$ cat src/psu_pkg.sv
// Shared types, codes and arithmetic helpers for the particle swarm update engine.
// Used by psu_front, psu_back and particle_swarm_update; depends on nothing else.
package psu_pkg;

    localparam int PARTICLES_DEF = 128;
    localparam int DIMS_DEF      = 256;

    // Command codes as they arrive on the stream.
    localparam logic [1:0] CMD_LOAD   = 2'd0;
    localparam logic [1:0] CMD_STEP   = 2'd1;
    localparam logic [1:0] CMD_REPORT = 2'd2;

    // Configuration register indexes.
    localparam logic [1:0] REG_INERTIA   = 2'd0;
    localparam logic [1:0] REG_COGNITIVE = 2'd1;
    localparam logic [1:0] REG_SOCIAL    = 2'd2;
    localparam logic [1:0] REG_TARGET    = 2'd3;

    localparam logic [15:0] INERTIA_RST   = 16'd2949;
    localparam logic [15:0] COGNITIVE_RST = 16'd5816;
    localparam logic [15:0] SOCIAL_RST    = 16'd5816;
    localparam logic [31:0] TARGET_RST    = 32'd0;

    // What the back end has to do with an item.
    typedef enum logic [1:0] {
        KIND_NONE   = 2'd0,
        KIND_LOAD   = 2'd1,
        KIND_STEP   = 2'd2,
        KIND_REPORT = 2'd3
    } t_kind;

    typedef struct packed {
        t_kind              kind;
        logic [6:0]         particle;
        logic [7:0]         dimension;
        logic signed [31:0] load_value;
        logic [31:0]        fitness;
        logic [15:0]        rand_personal;
        logic [15:0]        rand_global;
    } t_job;

    typedef struct packed {
        logic [15:0] inertia;
        logic [15:0] cognitive_gain;
        logic [15:0] social_gain;
        logic [31:0] target_score;
    } t_cfg;

    typedef struct packed {
        logic signed [31:0] new_position;
        logic signed [31:0] new_velocity;
        logic               personal_improved;
        logic               global_improved;
        logic [31:0]        best_fitness;
        logic               target_reached;
    } t_result;

    // Q4.28 product rounded half up to Q4.12; the operand is never negative.
    function automatic logic [15:0] rnd16(input logic signed [49:0] p);
        logic signed [49:0] t;
        t = p + 50'sd32768;
        return t[31:16];
    endfunction

    // Round half up by 12 bits, floor on the sign-extended value.
    function automatic logic signed [37:0] rnd12(input logic signed [49:0] p);
        logic signed [49:0] t;
        t = p + 50'sd2048;
        return t[49:12];
    endfunction

    function automatic logic signed [31:0] sat32(input logic signed [39:0] s);
        logic signed [31:0] r;
        if (s > 40'sd2147483647) begin
            r = 32'sh7FFFFFFF;
        end else if (s < -40'sd2147483648) begin
            r = 32'sh80000000;
        end else begin
            r = s[31:0];
        end
        return r;
    endfunction

endpackage

$ cat src/psu_front.sv
// Front end: takes items from the input stream, classifies them and queues them.
// Depends on psu_pkg for the job type and command codes.
module psu_front #(
    parameter int PARTICLES = 128,
    parameter int DIMS      = 256
) (
    input  logic          i_clk,
    input  logic          i_rst_n,
    input  logic          i_valid,
    output logic          o_ready,
    input  logic [1:0]    i_cmd,
    input  logic [110:0]  i_fields,
    output logic          o_job_valid,
    output psu_pkg::t_job o_job,
    input  logic          i_job_pop
);
    import psu_pkg::*;

    t_job       r_q [2];
    logic       r_wp, r_rp;
    logic [1:0] r_cnt;
    t_job       w_job;
    logic       w_in_range_p, w_in_range_d, w_push;

    // Classify the incoming item.
    always_comb begin
        w_job.particle      = i_fields[6:0];
        w_job.dimension     = i_fields[14:7];
        w_job.load_value    = i_fields[46:15];
        w_job.fitness       = i_fields[78:47];
        w_job.rand_personal = i_fields[94:79];
        w_job.rand_global   = i_fields[110:95];
        w_in_range_p = 32'(w_job.particle) < PARTICLES;
        w_in_range_d = 32'(w_job.dimension) < DIMS;
        case (i_cmd)
            CMD_LOAD:   w_job.kind = (w_in_range_p && w_in_range_d) ? KIND_LOAD : KIND_NONE;
            CMD_STEP:   w_job.kind = (w_in_range_p && w_in_range_d) ? KIND_STEP : KIND_NONE;
            CMD_REPORT: w_job.kind = w_in_range_p ? KIND_REPORT : KIND_NONE;
            default:    w_job.kind = KIND_NONE;
        endcase
    end

    assign o_ready     = (r_cnt != 2'd2);
    assign w_push      = i_valid && o_ready;
    assign o_job_valid = (r_cnt != 2'd0);
    assign o_job       = r_q[r_rp];

    // Two-entry queue between front and back.
    always_ff @(posedge i_clk) begin
        if (w_push) begin
            r_q[r_wp] <= w_job;
        end
        if (!i_rst_n) begin
            r_wp  <= 1'b0;
            r_rp  <= 1'b0;
            r_cnt <= 2'd0;
        end else begin
            if (w_push) begin
                r_wp <= ~r_wp;
            end
            if (i_job_pop) begin
                r_rp <= ~r_rp;
            end
            r_cnt <= r_cnt + 2'(w_push) - 2'(i_job_pop);
        end
    end

endmodule

$ cat config.mk
export PLATFORM = sky130hd
export DESIGN_NAME = psu_front
export DESIGN_NICKNAME = d
export VERILOG_FILES = /design/src/psu_pkg.sv /design/src/psu_front.sv
export SDC_FILE = /design/constraint.sdc
export NUM_CORES = 1
export LEC_CHECK = 0
export BUFFER_PORTS_ARGS = -buffer_cell sky130_fd_sc_hd__buf_4
export CORE_AREA = 8 8 176 162
export CTS_CLUSTER_SIZE = 12
export DETAILED_ROUTE_END_ITERATION = 8
export DIE_AREA = 0 0 184 170
export PLACE_DENSITY = 0.54
export SLEW_MARGIN = 20
export SYNTH_ARGS = -nofsm -noshare
export SYNTH_HDL_FRONTEND = slang
export SYNTH_SLANG_ARGS = --single-unit
$ cat constraint.sdc
create_clock -name i_clk -period 5.5 [get_ports i_clk]
set_clock_uncertainty 0.2 [all_clocks]
set_input_delay 0.55 -clock i_clk [delete_from_list [all_inputs] [get_ports i_clk]]
set_output_delay 0.55 -clock i_clk [all_outputs]
set_load 0.005 [all_outputs]
# After elaboration in Yosys (flattened, before gate mapping)
# Memories as Yosys holds them, arrays and structs flattened. A register that Yosys moved wholly into a read port is not among the register bits.
# Index checks and enable logic that the tools add are counted.
[totals]
ram_bits = 226
ff_bits = 4
inputBits = 117
elab_cells = 19
mem_count = 1
output_inout_bits = 115
[mem_list]
columns = ["memory", "words", "word_bits", "rd", "rd_clocked_by_memory_dff", "write_ports", "line_no", "source"]
rows = [
  ["r_q", 2, 113, 1, 1, 1, "psu_front.sv:19", "t_job r_q [2];"],
]
[classes]
reduce_logical = 3
mux = 5
add_sub_neg = 2
n_bitwise = 2
n_eq_ne = 3
[ops]
columns = ["operator", "n"]
rows = [
  ["$pmux 2 s3", 1],
  ["$mux 1", 4],
  ["$add 2x1->2", 1],
  ["$eq 2x1->1 const B", 1],
  ["$eq 2x2->1 const B", 1],
  ["$logic_not 2->1", 1],
  ["$ne 2x2->1 const B", 1],
  ["$not 1->1", 2],
  ["$reduce_bool 2->1", 1],
  ["$sub 2x1->2", 1],
  ["$logic_and 1x1->1", 1],
]

# Depth between registers and ports, before layout
# Gate-level depths: netlist of run 1.
[depth]
word_depth = 4
ltp_mapped = 7
depth_no_buf = 7

# Worst setup path after synthesis of run 1
# Ideal clock, no wire load.
[synth_timing]
path_type = "reg2reg"
startpoint = "register r_cnt[0]"
endpoint = "memory r_q[1][0] in the netlist's numbering, enable pin"
period_less_slack_ns = 3.925
setup_ns = 0.486
n_path_buf = 0
stages_incl_launch_ff = 3
t_required_ns = 4.814
arrival_time_ns = 3.239
slack_ns = 1.575
cell_sequence = "dfxtp_1 > nand2b_1 > and3_1"
[synth_between]
elab_chain_cells = 4
[synth_rtl]
columns = ["element", "line_no", "source"]
rows = [
  ["from (decl)", "psu_front.sv:21", "logic [1:0] r_cnt;"],
  ["from (signal assigned)", "psu_front.sv:64", "r_cnt <= r_cnt + 2'(w_push) - 2'(i_job_pop);"],
  ["$ne 2x2->1", "psu_front.sv:43", "assign o_ready = (r_cnt != 2'd2);"],
  ["named net o_ready", "psu_front.sv:10", "output logic o_ready,"],
  ["$logic_and 1x1->1", "psu_front.sv:44", "assign w_push = i_valid && o_ready;"],
  ["$mux 1", "psu_front.sv:50", "if (w_push) begin"],
  ["$mux 1 (implied by the code)", "psu_front.sv:51", "r_q[r_wp] <= w_job;"],
  ["to (decl)", "psu_front.sv:19", ""],
]
# The timed path passes the listed nets, and every way through them passes these cells.

==> results of run 1 <==
metrics by stage:
stage / hold WS (ns) / power [W]
2_1_floorplan: 0.329 / 0.00250
3_3_place_gp: 0.367 / 0.00281
3_5_place_dp: 0.364 / 0.00282
4_1_cts: 0.0000417 / 0.00446
5_1_grt: 0.00116 / 0.00457
6_report: 0.0245 / 0.00439
power by group:
group          internal, W  switching, W  total, W
Sequential         0.00211     0.0000525   0.00216
Combinational     0.000367      0.000261  0.000629
Clock             0.000955      0.000642   0.00160
Total              0.00343      0.000956   0.00439
critical path, delay by kind of cell, from the launching register on:
kind                   cells  cell delay, ns
muxes                      1            0.42
buffers and inverters      2            0.78
DFF                        1            0.87
cell usage in the layout (no fill, tap or decap):
cell / Yosys / routed
inv_4: 0 / 1
nand2_1: 2 / 2
xor2_1: 1 / 1
a21bo_2: 1 / 1
and2_1: 3 / 3
nand3b_1: 2 / 2
dfxtp_1: 5 / 4
or2_2: 1 / 1
bufinv_16: 0 / 1
clkbuf_16: 0 / 27
inv_1: 4 / 3
edfxtp_1: 226 / 226
ha_1: 4 / 4
mux2_2: 43 / 43
clkinv_1: 0 / 7
buf_4: 0 / 235
dfxtp_4: 0 / 1
clkinv_2: 0 / 1
and3_4: 0 / 1
a21boi_2: 1 / 1
a211o_1: 1 / 1
xnor2_1: 1 / 1
inv_6: 0 / 1
a211oi_1: 1 / 1
nor4b_1: 1 / 1
clkbuf_8: 0 / 1
nand3_1: 1 / 1
a21boi_0: 1 / 1
nand2b_1: 1 / 1
dlygate4sd3_1: 0 / 40
mux2_4: 70 / 70
clkbuf_1: 0 / 9
nor2_1: 2 / 2
mux2i_1: 1 / 1
layout make-up:
type / count / area, µm² / area share [%]
Multi-Input combinational cell: 139 / 1740 / 14.5
Inverter: 4 / 17.5 / 0.145
Clock inverter: 10 / 70.1 / 0.582
Sequential cell: 231 / 6890 / 57.2
Tap cell: 348 / 435 / 3.61
Clock buffer: 37 / 723 / 6.00
Timing Repair Buffer: 275 / 2160 / 18.0
registers in the layout (all words and copies together) (netlist names), named ones only:
name	cells
r_cnt	2
r_q	226
r_rp	1
r_wp	1
worst paths after layout:
| kind | startpoint | endpoint | cells after the start |
|---|---|---|---|
| hold / removal | i_fields[81] | r_q[0][18] | 1 |
| setup / recovery | register | o_job[26] | 3 |
| hold reg to reg | r_rp | register | 2 |
| setup reg to reg | r_cnt[0] | r_q[0][16] | 4 |
logic make-up (layout without fill, tap and decap cells):
logic type                 Yosys count  count (layout)  synth area share, %
DFF                                231             231                 78.6
adders and majority gates            4               4                0.571
buffers and inverters               17             326                 1.60
xor gates and xnor gates             2               2                0.200
muxes                              114             114                 17.6
AOI/OAI and AO/OA                    5               5                0.514
and+or+nand+nor                     14              14                0.928
synth_stat cells:
cell        n
nand3_1     1
buf_8       1
and2_1      3
a211oi_1    1
a21boi_0    1
buf_2       4
nand2b_1    1
nand3b_1    2
xnor2_1     1
inv_1       4
nand2_1     2
xor2_1      1
dfxtp_1     5
a21boi_2    1
ha_1        4
mux2_2     43
buf_6       8
a21bo_2     1
nor2_1      2
mux2i_1     1
and3_1      1
a211o_1     1
edfxtp_1  226
nor4b_1     1
mux2_4     70
or2_2       1
routing by layer:
metal  part of all wire [%]  up-vias
li1                       -     2112
met4                    1.9        0
met5                      0        -
met3                    8.6       32
met2                     45      188
met1                     44     2198
==> flow_metrics.env, run 1 <==
export IMPL_cts_max_path_buffers=3
export IMPL_grt_busiest_layer="met2"
export IMPL_cts_resized=0
export IMPL_hold_path_class="in2reg"
export IMPL_yosysSeqAreaShare_pct=78.6
export IMPL_drc_errors=0
export IMPL_core_area_um2=25500
export IMPL_grtUsageMet2_pct=18.1
export IMPL_path_cells="buf_4 > mux2_2 > buf_4"
export IMPL_synth_area_leader_cell="edfxtp_1"
export IMPL_drt_initial_drc_count=224
export IMPL_path_clk_slew_ns=0.06
export IMPL_path_max_fanout=51
export IMPL_syn_mean_instance_area_um2=22.7
export IMPL_crit_arrival_ns=2.67
export IMPL_netlist_area_leader_share_pct=77.4
export IMPL_finalHoldViolCount=0
export IMPL_cts_htree_levels=1
export IMPL_top_level_ports=232
export IMPL_p_per_area_nw_per_um2=364
export IMPL_die_area_um2=31300
export IMPL_grt_util_all_layers_pct=11.6
export IMPL_fp_dieH_um=170
export IMPL_dp_hpwl_um=13000
export IMPL_clk_latency_ns=0.51
export IMPL_fin_util_pct=47.2
export IMPL_synth_warnings=0
export IMPL_drt_wirelength_per_cell_um=18.3
export IMPL_cp_start_kind="register"
export IMPL_worst_slack_ns=2.08
export IMPL_dp_cells=957
export IMPL_end_kind="output pin"
export IMPL_cpPeakStageDelay_ns=0.87
export IMPL_antenna_found_initial=0
export IMPL_tns_ns=0
export IMPL_tightest_slew_ns=1.02
export IMPL_final_cells=1044
export IMPL_diodes=0
export IMPL_ctsHoldBuffers=38
export IMPL_r2r_slack_ns=2.69
export IMPL_use_met3_pct=3.65
export IMPL_rsz0062_at_grt="false"
export IMPL_slew_headroom_pct=32.1
export IMPL_numCtsBuffers=26
export IMPL_post_cts_buffers=0
export IMPL_synth_seq_cells=231
export IMPL_cts_tree="done"
export IMPL_drtPass1Iterations=4
export IMPL_yosys_cell_types_count=26
export IMPL_cp_required_ns=4.75
export IMPL_post_route_cell_area_um2=12000
export IMPL_use_met1_pct=15.5
export IMPL_die_width_um=184
export IMPL_post_route_period_util_pct=62.2
export IMPL_ant_nets=0
export IMPL_drt_wl_total_um=19100
export IMPL_drive_gt1_share_pct=55.3
export IMPL_fin_crit_ns=3.42
export IMPL_leakage_nw=4.64
export IMPL_critPathKind="reg2out"
export IMPL_status="finished clean"
export IMPL_cts_sinks=231
export IMPL_place_area_um2=10900
export IMPL_grt_max_degree=68
export IMPL_initial_core_util_pct=34.4
export IMPL_fmax_ghz=0.293
export IMPL_peakVddDrop_uv=192
export IMPL_gp_congestion=0.753
export IMPL_cp_slowest_cell="dfxtp_4"
export IMPL_port_buffers=231
export IMPL_drv_slew=0
export IMPL_setup_violations=0
export IMPL_syn_area_um2=8770
export IMPL_nFillCells=2207
export IMPL_row_count=56
export IMPL_grt_pass1_vias=4916
export IMPL_grt_pass1_wl_um=28300
export IMPL_mappedNetlistNets=508
export IMPL_nNetsFinal=798
export IMPL_dr_total_vias=4530
export IMPL_cts_root_buf="clkbuf_16"
export IMPL_path_common_cell="buf_4"
export IMPL_syn_inst=387
export IMPL_area_growth_pct=37.4
export IMPL_vias_per_cell=4.34
export IMPL_max_cap_violations=0
export IMPL_grt_overflow=0
export IMPL_dp_slack_ns=2.58
export IMPL_ys_top_cells_by_area="edfxtp_1 77%, mux2_4 12%, mux2_2 5.5%"
Note: power is estimated with default switching activity, not from simulation.
==> run 2: changes to the inputs <==
PLACE_DENSITY = 0.56   (was 0.54)
clock period = 2.9 ns   (was 5.5 ns; I/O delays follow)
==> run 2 against run 1 <==
Effect of this change:
- first-iteration DRC count fell by 23%
- clock-buffer cell count fell by 3
- utilization rose by 3.2 points
- critical path depth did not move
- highest routed layer unchanged
==> flow_metrics.env, run 2 (synthesis results as in run 1) <==
export IMPL_row_count=56
export IMPL_largest_register="r_q"
export IMPL_initial_core_util_pct=34.4
export IMPL_diodes=0
export IMPL_gp_congestion=0.742
export IMPL_drc_errors=0
export IMPL_rsz0062_at_grt="false"
export IMPL_holdWs_ns=0.0340
export IMPL_tightest_slew_ns=0.599
export IMPL_drive_gt1_share_pct=50.6
export IMPL_grt_pass1_wl_um=29600
export IMPL_final_cells=1122
export IMPL_cts_tree="done"
export IMPL_fin_crit_ns=2.30
export IMPL_drv_slew=0
export IMPL_grt_util_all_layers_pct=11.9
export IMPL_cts_resized=0
export IMPL_end_kind="output pin"
export IMPL_post_cts_buffers=0
export IMPL_cts_htree_levels=1
export IMPL_p_sw_share_pct=21.4
export IMPL_dp_cells=963
export IMPL_ctsHoldBuffers=115
export IMPL_crit_family="buffers and inverters"
export IMPL_drt_wirelength_per_cell_um=17.3
export IMPL_numCtsBuffers=25
export IMPL_tns_ns=0
export IMPL_vias_per_cell=4.26
export IMPL_cts_max_path_buffers=3
export IMPL_crit_buf_inv=2
export IMPL_combPwrFrac_pct=16.0
export IMPL_netSwitchingPower_w=0.00178
export IMPL_cpPeakStageDelay_ns=0.41
export IMPL_fmax_ghz=0.434
export IMPL_drt_initial_drc_count=173
export IMPL_setup_violations=0
export IMPL_antenna_found_initial=0
export IMPL_grt_pass1_vias=5381
export IMPL_die_area_um2=31300
export IMPL_peakVddDrop_uv=511
export IMPL_port_buffers=231
export IMPL_path_max_fanout=47
export IMPL_finalHoldViolCount=0
export IMPL_area_growth_pct=46.8
export IMPL_post_route_period_util_pct=79.4
export IMPL_drtPass1Iterations=4
export IMPL_max_cap_violations=0
export IMPL_p_seq_share_pct=48.9
export IMPL_largestRegisters="r_q x226, r_cnt x2"
export IMPL_path_cells="buf_12 > mux2_2 > buf_4"
export IMPL_critPathKind="reg2out"
export IMPL_fin_util_pct=50.4
export IMPL_final_cell_mix="237 x buf_4, 226 x edfxtp_1, 115 x dlygate4sd3_1"
export IMPL_grt_max_degree=74
export IMPL_leakage_nw=4.98
export IMPL_clk_latency_ns=0.50
export IMPL_p_per_area_nw_per_um2=648
export IMPL_hold_path_class="in2reg"
export IMPL_dp_hpwl_um=13000
export IMPL_cts_root_buf="clkbuf_16"
export IMPL_crit_arrival_ns=1.81
export IMPL_drt_wl_total_um=19400
export IMPL_cts_sinks=231
export IMPL_largest_reg_flops=226
export IMPL_p_clk_share_pct=35.1
export IMPL_cp_start_kind="register"
export IMPL_top_level_ports=232
export IMPL_dr_total_vias=4783
export IMPL_core_area_um2=25500
export IMPL_nNetsFinal=878
export IMPL_status="finished clean"
export IMPL_path_clk_slew_ns=0.06
export IMPL_fin_total_pwr_w=0.00833
export IMPL_die_width_um=184
export IMPL_fp_dieH_um=170
export IMPL_layout_commonest_cell="buf_4"
export IMPL_intPower_w=0.00655
export IMPL_grt_overflow=0
export IMPL_cp_slowest_cell="dfxtp_4"
export IMPL_slew_headroom_pct=60.0
export IMPL_ant_nets=0
export IMPL_cp_required_ns=2.41
run 2: changes by cell type in the layout (fill, tap and decap cells not counted), sizes merged:
cell         delta
clkinv          -1
dlygate4sd3    +75
bufinv          +1
inv             -1
buf             +6
clkinvlp        +1
clkbuf          -3
run 2: worst min-delay path: stages:
cell and delay [ns]:
buf_4 0.09, ha_1 0.14, nor2_1 0.06
run 2: routing by layer:
metal / vias to the layer above / global-route usage (%) / part of all wire [%]
met4: 0 / 3.05 / 2.1
met1: 2313 / 14.8 / 42
li1: 2266 / - / -
met3: 30 / 3.79 / 8.0
met5: - / 0 / 0
met2: 174 / 20.0 / 48
run 2: layout make-up:
type                    instances  area, µm²
clock buffers                  34        659
clock inverters                10       97.6
fillers                      2108      12600
inverters                       4       18.8
multi-input cells             139       1750
flip-flops and latches        231       6890
well taps                     348        435
repair buffers                356       3010
run 2: power groups by stage:
stage                     registers, W  clock network (W)  logic, W
after floorplan                0.00414                  0  0.000591
after global placement         0.00413                  0   0.00121
after detailed placement       0.00415                  0   0.00123
after CTS                      0.00408            0.00302   0.00137
after global routing           0.00410            0.00315   0.00144
final                          0.00407            0.00293   0.00133
run 2: path summary, 6_finish.rpt:
kind / from / end / depth (start not counted) / slack (ns)
worst max-delay path: register / o_job[0] / 3 / 0.60
worst min-delay path: i_cmd[0] / r_q[0][111] / 3 / 0.03
worst max register to register: r_cnt[0] / r_q[1][35] / 3 / 0.88
worst min register to register: r_rp / r_rp / 2 / 0.38
run 2: per-stage QoR:
stage	cell area [µm²]	setup WS, ns
floorplan	8780	0.0212
global placement	11000	0.903
detailed placement	11000	0.814
CTS	12900	0.549
global route	12900	0.523
finish	12900	0.597
==> run 3: changes to the inputs <==
PLACE_DENSITY = 0.54   (was 0.56)
clock period = 2.4 ns   (was 2.9 ns; I/O delays follow)
==> run 3 against run 2 <==
Effect of this change:
- final cell count rose by 0.45%
- global-route usage rose by 0.16 points
- register-to-register slack got worse by 0.72 ns
- sequential power rose by 21%
- flip-flop and latch count did not move
- power rose by 23%
- worst setup slack got worse by 0.44 ns
- die area did not move
- critical path type is now reg2reg
- largest cell class unchanged
==> flow_metrics.env, run 3 (synthesis results as in run 1) <==
export IMPL_core_area_um2=25500
export IMPL_fin_crit_ns=2.24
export IMPL_rsz0062_at_grt="false"
export IMPL_gp_congestion=0.716
export IMPL_setup_violations=0
export IMPL_slew_headroom_pct=64.6
export IMPL_final_cells=1127
export IMPL_die_width_um=184
export IMPL_drt_wl_total_um=19600
export IMPL_grt_pass1_vias=5363
export IMPL_largestRegisters="r_q x226, r_cnt x2"
export IMPL_final_cell_mix="233 x buf_4, 226 x edfxtp_1, 119 x dlygate4sd3_1"
export IMPL_nFillCells=2137
export IMPL_path_depth=8
export IMPL_cts_max_path_buffers=3
export IMPL_status="finished clean"
export IMPL_drc_errors=0
export IMPL_drt_initial_drc_count=212
export IMPL_port_buffers=231
export IMPL_dr_total_vias=4771
export IMPL_cts_tree="done"
export IMPL_drive_gt1_share_pct=51.0
export IMPL_clk_latency_ns=0.52
export IMPL_cts_sinks=231
export IMPL_crit_arrival_ns=2.44
export IMPL_nNetsFinal=882
export IMPL_grt_util_all_layers_pct=12.1
export IMPL_p_per_area_nw_per_um2=788
export IMPL_rr_startpoint="r_cnt[0]"
export IMPL_initial_core_util_pct=34.4
export IMPL_drv_slew=0
export IMPL_leakage_nw=5.02
export IMPL_min_delay_path_depth=2
export IMPL_grt_max_degree=91
export IMPL_drt_wirelength_per_cell_um=17.4
export IMPL_vias_per_cell=4.23
export IMPL_top_level_ports=232
export IMPL_ant_nets=0
export IMPL_tightest_slew_ns=0.530
export IMPL_post_route_period_util_pct=93.4
export IMPL_multiInputGateArea_um2=1750
export IMPL_path_cells="nand2b_4 > nand2_1 > xnor2_1 > ha_1 > nand3b_1 > mux2i_1 > a211o_1 > dlygate4sd3_1"
export IMPL_die_area_um2=31300
export IMPL_row_count=56
export IMPL_cts_root_buf="clkbuf_16"
export IMPL_r2r_cells=8
export IMPL_layout_commonest_cell="buf_4"
export IMPL_cp_required_ns=2.60
export IMPL_r2r_slack_ns=0.16
export IMPL_max_cap_violations=0
export IMPL_peakVddDrop_uv=508
export IMPL_register_area_um2=6890
export IMPL_r2r_end="r_cnt[1]"
export IMPL_holdCritStartpoint="i_fields[42]"
export IMPL_path_clk_slew_ns=0.06
export IMPL_grt_overflow=0
export IMPL_drtPass1Iterations=4
export IMPL_end_kind="register"
export IMPL_critPathKind="reg2reg"
export IMPL_path_max_fanout=5
export IMPL_post_cts_buffers=0
export IMPL_area_growth_pct=47.9
export IMPL_largest_reg_flops=226
export IMPL_grt_pass1_wl_um=29800
export IMPL_fmax_ghz=0.446
export IMPL_finalHoldViolCount=0
export IMPL_holdPathEnd="r_q[0][91]"
export IMPL_crit_buf_inv=1
export IMPL_hold_path_class="in2reg"
export IMPL_dp_cells=962
export IMPL_cpPeakStageDelay_ns=0.55
export IMPL_crit_family="buffers and inverters"
export IMPL_cp_start_kind="register"
export IMPL_fp_dieH_um=170
export IMPL_largest_register="r_q"
export IMPL_dp_hpwl_um=12700
export IMPL_cp_slowest_cell="dlygate4sd3_1"
export IMPL_numCtsBuffers=26
export IMPL_fin_total_pwr_w=0.0102
export IMPL_holdWs_ns=0.250
export IMPL_antenna_found_initial=1
export IMPL_cts_htree_levels=1
-- run 3: cell count changes in the layout (fill, tap and decap cells not counted), sizes merged --
| cell | previous run | this run |
|---|---|---|
| clkinv | 7 | 13 |
| clkbuf | 34 | 29 |
| dlygate4sd3 | 115 | 119 |
| buf | 241 | 240 |
| clkinvlp | 1 | 2 |
| diode | 0 | 1 |
| inv | 4 | 3 |
-- run 3: worst max-delay path by stage --
| stage | startpoint | to |
|---|---|---|
| 2_1_floorplan | r_cnt[0] | r_q[0][0] |
| 3_3_place_gp | r_cnt[0] | r_q[1][7] |
| 3_5_place_dp | r_cnt[0] | r_q[1][7] |
| 4_1_cts | register | o_job[38] |
| 5_1_grt | r_cnt[0] | r_cnt[1] |
| 6_report | r_cnt[0] | r_cnt[1] |
-- run 3: final cells by class --
type                            count  area share, %
Tap cell                          348           3.36
Antenna cell                        1         0.0193
Clock buffer                       29           5.11
Inverter                            4          0.145
Sequential cell                   231           53.2
Multi-Input combinational cell    139           13.5
Timing Repair Buffer              359           23.6
Clock inverter                     16           1.04
-- run 3: layer usage --
metal / part of all wire [%] / vias to the layer above / global-route usage, %
met2: 48 / 171 / 20.1
met1: 42 / 2287 / 14.9
met3: 8.3 / 33 / 4.14
met5: 0 / - / 0
met4: 2.1 / 0 / 3.22
li1: - / 2280 / -
-- run 3: report_power, final --
group          internal (W)  switching (W)
clock network       0.00218        0.00148
logic              0.000965       0.000662
registers           0.00484      0.0000852
-- run 3: per-stage QoR --
stage          setup slack (ns)  utilization, %  cell area (µm²)  TNS [ns]
5_1_grt                  0.0582            50.8            13000         0
3_3_place_gp              0.537            43.0            11000         0
6_report                  0.157            50.8            13000         0
3_5_place_dp              0.511            43.0            11000         0
2_1_floorplan            -0.471               -             8780    -70.19
4_1_cts                -0.00878            50.8            13000   -0.0297
-- run 3: repair_timing --
action,4_1_cts,5_1_grt
endpoints found under the setup margin,4,40
endpoints found under the hold margin,231,0
gates resized for setup,0,2
hold buffers,119,0
